## src/sv/ppu_pkg.sv

```systemverilog
// ----------------------------------------------------------------------------
// ppu_pkg: shared types and constants of the particle pool update block
// Holds the pool size, register indexes, state codes and the command and
// status groups passed between the controller and the datapath.
// ----------------------------------------------------------------------------
package ppu_pkg;

	localparam int Particles = 32;
	localparam int IdxW      = $clog2(Particles);
	localparam int CntW      = $clog2(Particles + 1);

	localparam logic [2:0] REG_RATE_LIFE = 3'd0;
	localparam logic [2:0] REG_SPEED     = 3'd1;
	localparam logic [2:0] REG_COLOUR    = 3'd2;
	localparam logic [2:0] REG_SIZE      = 3'd3;
	localparam logic [2:0] REG_PLACE     = 3'd4;
	localparam logic [2:0] REG_VEL       = 3'd5;
	localparam logic [2:0] REG_ACCEL     = 3'd6;
	localparam logic [2:0] REG_COUNT     = 3'd7;

	typedef enum logic [3:0] {
		ST_IDLE,
		ST_DT,
		ST_ACC,
		ST_READ,
		ST_AGE,
		ST_VEL,
		ST_POS,
		ST_DIV,
		ST_LERP,
		ST_EMIT
	} ppu_state_t;

	typedef struct packed {
		logic       take_tick;
		logic       calc_dt;
		logic       calc_acc;
		logic       read_slot;
		logic       calc_age;
		logic       calc_vel;
		logic       calc_pos;
		logic       div_start;
		logic       calc_lerp;
		logic       load_out;
		logic [IdxW-1:0] slot;
		logic       last;
	} ppu_cmd_t;

	typedef struct packed {
		logic div_done;
		logic div_skip;
	} ppu_stat_t;

	// sign-extend one Q8.8 axis of a packed triple into Q16.16
	function automatic logic signed [31:0] half_q16(input logic [47:0] p, input logic [1:0] ax);
		logic [15:0] h;
		h = (ax == 2'd0) ? p[47:32] : ((ax == 2'd1) ? p[31:16] : p[15:0]);
		return {{8{h[15]}}, h, 8'h00};
	endfunction

	// floor(a*b/65536) on a signed a, unsigned b; 32x33 product
	function automatic logic signed [63:0] mulq(input logic signed [31:0] a,
		input logic [31:0] b);
		logic signed [64:0] p;
		p = 65'(a) * $signed({1'b0, b});
		return p[64:16] > 0 ? 64'(p >>> 16) : 64'(p >>> 16);
	endfunction

	function automatic logic signed [31:0] sat32(input logic signed [63:0] v);
		if (v > 64'sd2147483647) return 32'sh7fffffff;
		if (v < -64'sd2147483648) return 32'sh80000000;
		return v[31:0];
	endfunction

	// floor(s + (e-s)*r/65536), r in 0..65536
	function automatic logic [15:0] lerp16(input logic [15:0] s, input logic [15:0] e,
		input logic [16:0] r);
		logic [33:0] p;
		if (e >= s) begin
			p = 34'(e - s) * 34'(r);
			return s + p[31:16];
		end
		p = 34'(s - e) * 34'(r) + 34'd65535;
		return s - p[31:16];
	endfunction

endpackage

```

## src/sv/ppu_ctrl.sv

```systemverilog
// ----------------------------------------------------------------------------
// ppu_ctrl: sequencer of the particle pool update
// Walks the tick setup, then each active particle through its steps.
// ----------------------------------------------------------------------------
module ppu_ctrl import ppu_pkg::*; (
	input  logic            clk,
	input  logic            arst_n,
	input  logic            in_valid,
	output logic            in_stall,
	input  logic            out_stall,
	output logic            out_valid,
	input  logic [6:0]      active_count,
	input  ppu_stat_t       stat,
	output ppu_cmd_t        cmd
);

	ppu_state_t state_q, state_d;
	logic [IdxW-1:0] slot_q;
	logic [CntW-1:0] n_q;
	logic            ovalid_q;
	logic            last;

	assign last = (CntW'(slot_q) + 1'b1) == n_q;

	always_comb begin
		state_d = state_q;
		unique case (state_q)
			ST_IDLE: if (in_valid) state_d = ST_DT;
			ST_DT:   state_d = ST_ACC;
			ST_ACC:  state_d = (n_q == '0) ? ST_IDLE : ST_READ;
			ST_READ: state_d = ST_AGE;
			ST_AGE:  state_d = ST_VEL;
			ST_VEL:  state_d = ST_POS;
			ST_POS:  state_d = ST_DIV;
			ST_DIV:  if (stat.div_done || stat.div_skip) state_d = ST_LERP;
			ST_LERP: state_d = ST_EMIT;
			ST_EMIT: if (!ovalid_q || !out_stall) state_d = last ? ST_IDLE : ST_READ;
			default: state_d = ST_IDLE;
		endcase
	end

	always_comb begin
		cmd = '0;
		cmd.slot = slot_q;
		cmd.last = last;
		unique case (state_q)
			ST_IDLE: cmd.take_tick = in_valid;
			ST_DT:   cmd.calc_dt = 1'b1;
			ST_ACC:  cmd.calc_acc = 1'b1;
			ST_READ: cmd.read_slot = 1'b1;
			ST_AGE:  cmd.calc_age = 1'b1;
			ST_VEL:  cmd.calc_vel = 1'b1;
			ST_POS:  begin
				cmd.calc_pos = 1'b1;
				cmd.div_start = 1'b1;
			end
			ST_DIV:  ;
			ST_LERP: cmd.calc_lerp = 1'b1;
			ST_EMIT: cmd.load_out = !ovalid_q || !out_stall;
			default: ;
		endcase
	end

	assign in_stall = (state_q != ST_IDLE);
	assign out_valid = ovalid_q;

	always_ff @(posedge clk or negedge arst_n) begin
		if (!arst_n) begin
			state_q  <= ST_IDLE;
			slot_q   <= '0;
			n_q      <= '0;
			ovalid_q <= 1'b0;
		end else begin
			state_q <= state_d;
			if (cmd.take_tick) begin
				slot_q <= '0;
				n_q <= (active_count > 7'(Particles)) ? CntW'(Particles) : CntW'(active_count);
			end
			if (cmd.load_out) begin
				ovalid_q <= 1'b1;
				if (!last) slot_q <= slot_q + 1'b1;
			end else if (!out_stall) begin
				ovalid_q <= 1'b0;
			end
		end
	end

	a_out_hold: assert property (@(posedge clk) disable iff (!arst_n)
		ovalid_q && out_stall |=> ovalid_q) else $error("result dropped under stall");
	a_busy: assert property (@(posedge clk) disable iff (!arst_n)
		cmd.take_tick |=> state_q == ST_DT) else $error("tick not started");
	a_slot: assert property (@(posedge clk) disable iff (!arst_n)
		state_q != ST_IDLE && state_q != ST_DT |-> CntW'(slot_q) < n_q || n_q == '0)
		else $error("slot beyond count");

endmodule

```

## config.mk

```make
export PLATFORM = sky130hd
export DESIGN_NAME = ppu_ctrl
export DESIGN_NICKNAME = d
export VERILOG_FILES = /design/src/sv/ppu_pkg.sv /design/src/sv/ppu_ctrl.sv
export SDC_FILE = /design/constraint.sdc
export NUM_CORES = 1
export LEC_CHECK = 0
export BUFFER_PORTS_ARGS = -buffer_cell sky130_fd_sc_hd__buf_2
export CORE_MARGIN = 2
export CORE_UTILIZATION = 50
export CTS_CLUSTER_DIAMETER = 30
export CTS_CLUSTER_SIZE = 10
export DETAILED_ROUTE_END_ITERATION = 12
export PLACE_DENSITY = 0.86
export SLEW_MARGIN = 20
export SYNTH_ARGS = -nofsm -noshare
export SYNTH_HDL_FRONTEND = slang
export SYNTH_SLANG_ARGS = --single-unit
```

## constraint.sdc

```tcl
create_clock -name clk -period 2.59 [get_ports clk]
set_input_delay 0.3885 -clock clk [delete_from_list [all_inputs] [get_ports clk]]
set_output_delay 0.3885 -clock clk [all_outputs]
set_load 0.1 [all_outputs]
```

-- Word-level counts from Yosys, hierarchy flattened
Cells that the tools add are included.
- equal/unequal tests: 14
- muxes and demuxes: 21
- reductions and logical operators: 8
- order comparisons: 1
- add/sub/neg operators: 2
- operator list (kind ; number):
    $pmux 4 s10 ; 1
    $eq 4x3->1 const B ; 4
    $mux 5 ; 3
    $mux 4 ; 3
    $mux 1 ; 10
    $eq 4x2->1 const B ; 2
    $eq 4x4->1 const B ; 2
    $gt 7x6->1 const B ; 1
    $add 5x1->6 const B ; 1
    $eq 6x6->1 ; 1
    $logic_not 6->1 ; 1
    $mux 2 ; 3
    $mux 6 ; 1
    $ne 2x2->1 const B ; 3
    $add 5x1->5 const B ; 1
    $eq 4x1->1 const B ; 1
    $logic_not 4->1 ; 1
    $reduce_bool 4->1 ; 1
    $reduce_and 3->1 ; 1
    $logic_not 1->1 ; 2
    $logic_or 1x1->1 ; 2
    $ne 2x1->1 const B ; 1
- input port bits: 13
- output and inout bits: 18
- word-level logic and storage cells: 50
- flip-flop bits (word level): 16

-- Longest topological paths before layout
- depth in word-level cells: 5
- mapped depth: 7
- depth with buffers taken out: 7

-- Worst setup path before layout
OpenSTA, ideal clock, no wires.
- path type: register to output
- start point: register state_q[3]
- end point: output cmd[11] (netlist name)
- arrival time: 2.805 ns
- required time: 2.202 ns
- cell stages (with the launch flop): 4
- setup slack: -0.604 ns
- buffers on the path: 1
- cell sequence: dfrtp_1 > clkbuf_1 > nand2b_1 > nor3_1
- RTL lines (what ; RTL line ; RTL):
    from (decl) ; ppu_ctrl.sv:17 ; ppu_state_t state_q, state_d;
    from (signal assigned) ; ppu_ctrl.sv:74 ; state_q <= state_d;
    to (decl) ; ppu_ctrl.sv:14 ; output ppu_cmd_t cmd

==> run_results.csv <==
group,metric,value,unit
run_status,violations,"hold timing",
route,routed_wirelength,2222,um
power_and_ir_drop,powerDensity,1242,nW/um^2
grt,grt-ovfl-total,0,
die,die_area,2370,sq um
power_and_ir_drop,p_leak,0.5886,nW
cts,numCtsBuffers,3,
place,hpwl,1698,um
setup_path,slowest_stage,"dfrtp_1",
cts,cts.sinks,16,
synthesis,synth_area,998.5,sq um
final_layout,final_cell_area,1226,sq um
final_layout,area_growth,22.81,%
cts,cts_tree,"done",
synthesis,avgSynthCellArea,8.320,sq um
route,drt-initial-drc-count,29,
timing,rsz0062_at_grt,"no",
power_and_ir_drop,power,1.523,mW
route,routedWlPerCell,12.70,um
route,vias_per_cell,5.417,
cts,postCtsSetupBuffers,0,
setup_path,crit_type,"reg2out",
timing,fin_tns_setup,0,ns
route,first_pass_iters,5,
place,placedInstanceArea,1201,sq um
timing,finalSetupViolCount,0,
die,fp.dieH,48.69,um
setup_path,cp_cell_sequence,"ha_1 > xor2_1 > nor2_1 > nand4_1 > nor2_1 > clkbuf_4",
synthesis,synthCells,120,
power_and_ir_drop,vdd_drop_max,0.8258,mV
grt,antenna_found_initial,0,
route,drc,0,
synthesis,seq_area_frac_synth,0.4010,
synthesis,yosysUniqueCellTypes,33,
die,fp-row-count,16,
timing,finalCritPeriodShare,0.9281,
timing,period_minus_slack,2.404,ns
route,drtAntennaViolNets,0,
setup_path,cpPeakStageDelay,0.45,ns
final_layout,final_common_cell,"buf_2",
job,maxCapViolations,0,
setup_path,cpMostUsedCell,"nor2_1",
place,port_buffers,30,
final_layout,final_layout_size_suffix_gt1_frac,0.3311,
grt,grt_util_all_layers,0.2036,
setup_path,crit_required,2.20,ns
timing,tightestPinTransition,0.5080,ns
setup_path,endpoint_kind,"output port",
die,core-area,1922,sq um
grt,grt_pass1_wl,3822,um
timing,hold_ws,-0.01032,ns
timing,drv_slew,0,
cts,root_buffer,"clkbuf_4",
die,die_x,48.69,um
place,gp_congestion,0.8327,
synthesis,ys.warnings.count,0,
setup_path,arrival,2.02,ns
grt,grt_max_degree,17,
cts,clk_latency,0.29,ns
final_layout,final_cell_mix,"buf_2, nand2_1, dfrtp_1",
route,vias,948,
worst_hold_path,hold_class,"in2async",
run_status,outcome,"finished with violations",
cts,htreeDepth,1,
setup_path,cp-start-kind,"flip-flop",
timing,maxSlewHeadroom,0.6637,
synthesis,synth_seq_cells,16,
cts,ctsLongestPathBuffers,2,
cts,clkSlewWorstSetupHoldPaths,0.09,ns
final_layout,diodes,0,
die,ioPinCount,31,
grt,grt_pass1_vias,856,
final_layout,nNetsFinal,164,
timing,skew,0.005734,ns
cts,cts_hold_buf,0,
die,initial_core_util,0.5195,
synthesis,synth_fp_nets,134,
timing,max_freq,0.4160,GHz
setup_path,cp_max_fo,6,
timing,hold_violations,13,
cts,cts_resized,0,
[cell usage after synthesis (all sizes together)]
master,n,share of area
nor2,8,0.030
inv,6,0.023
a221oi,1,0.015
o21ai,13,0.069
o2bb2ai,2,0.018
nand2b,4,0.025
dfrtp,16,0.40
buf,2,0.015
a211oi,1,0.0075
and2b,2,0.015
a311o,1,0.010
xnor2,4,0.035
nand3,5,0.025
a31oi,1,0.013
or2,2,0.013
nor3b,1,0.0075
nor3,8,0.040
o31ai,1,0.0075
a41oi,1,0.0088
and2,1,0.0088
or3,1,0.0063
ha,1,0.013
nand4,1,0.0063
a211o,3,0.026
a21oi,4,0.024
o22a,1,0.0088
clkbuf,6,0.024
nor4,2,0.013
xor2,3,0.026
nand2,18,0.068
[report_power, final]
group	internal (mW)	total, mW	switching, mW
clock	0.0542	0.132	0.0782
combinational	0.232	0.994	0.762
sequential	0.310	0.397	0.0862
[path summary, 6_finish.rpt]
| path | cells after the start | startpoint | end | slack (ns) |
|---|---|---|---|---|
| hold / removal | 1 | arst_n | slot_q[2] | -0.01 |
| max in group asynchronous | 1 | arst_n | state_q[2] | 2.33 |
| hold reg to reg | 2 | n_q[3] | n_q[3] | 0.55 |
| setup / recovery | 6 | slot_q[0] | cmd[0] | 0.19 |
| setup reg to reg | 7 | slot_q[0] | slot_q[2] | 0.58 |
| min in group clk | 3 | active_count[3] | n_q[3] | 0.33 |
[sequential cells by signal, indices dropped and copies added (netlist names)]
signal,flops
slot_q,5
state_q,4
n_q,6
out_valid,1
[through the flow]
stage | hold slack [ns] | instances | setup slack, ns | util
finish | -0.01032 | 175 | 0.1862 | 0.6380
global route | 0.01718 | 175 | 0.04446 | 0.6380
CTS | 0.006697 | 175 | 0.09527 | 0.6367
detailed placement | 0.3216 | 172 | 0.4158 | 0.6250
global placement | 0.3151 | 172 | 0.4597 | 0.6250
floorplan | 0.09291 | 120 | 0.03227 | -
[area by class of cell]
class | count | area [sq um]
Fill cell | 176 | 695.7
Multi-Input combinational cell | 90 | 571.8
Sequential cell | 16 | 400.4
Timing Repair Buffer | 33 | 175.2
Tap cell | 27 | 33.78
Clock buffer | 3 | 22.52
Inverter | 6 | 22.52
[critical path: cells and delay by family, from the launching register on]
family / cells / cell delay, ns
simple gates: 3 / 0.43
fa+ha+maj: 1 / 0.35
xor+xnor: 1 / 0.15
flops: 1 / 0.45
buf+inv: 1 / 0.36
[per-layer routing]
layer / up-vias / routed length (um) / global-route usage
met3: 5 / 94 / 0.02778
li1: 476 / - / -
met4: 0 / 32 / 0.07143
met1: 435 / 990 / 0.2798
met2: 32 / 1104 / 0.3288
met5: - / 0 / 0
[cells by family after synthesis]
family	count (synthesis)	share of synthesized area
buf+inv	14	0.06139
flops	16	0.4010
fa+ha+maj	1	0.01253
simple gates	53	0.2569
xor+xnor	7	0.06140
compound gates	29	0.2068
(Power assumes the default switching activity.)
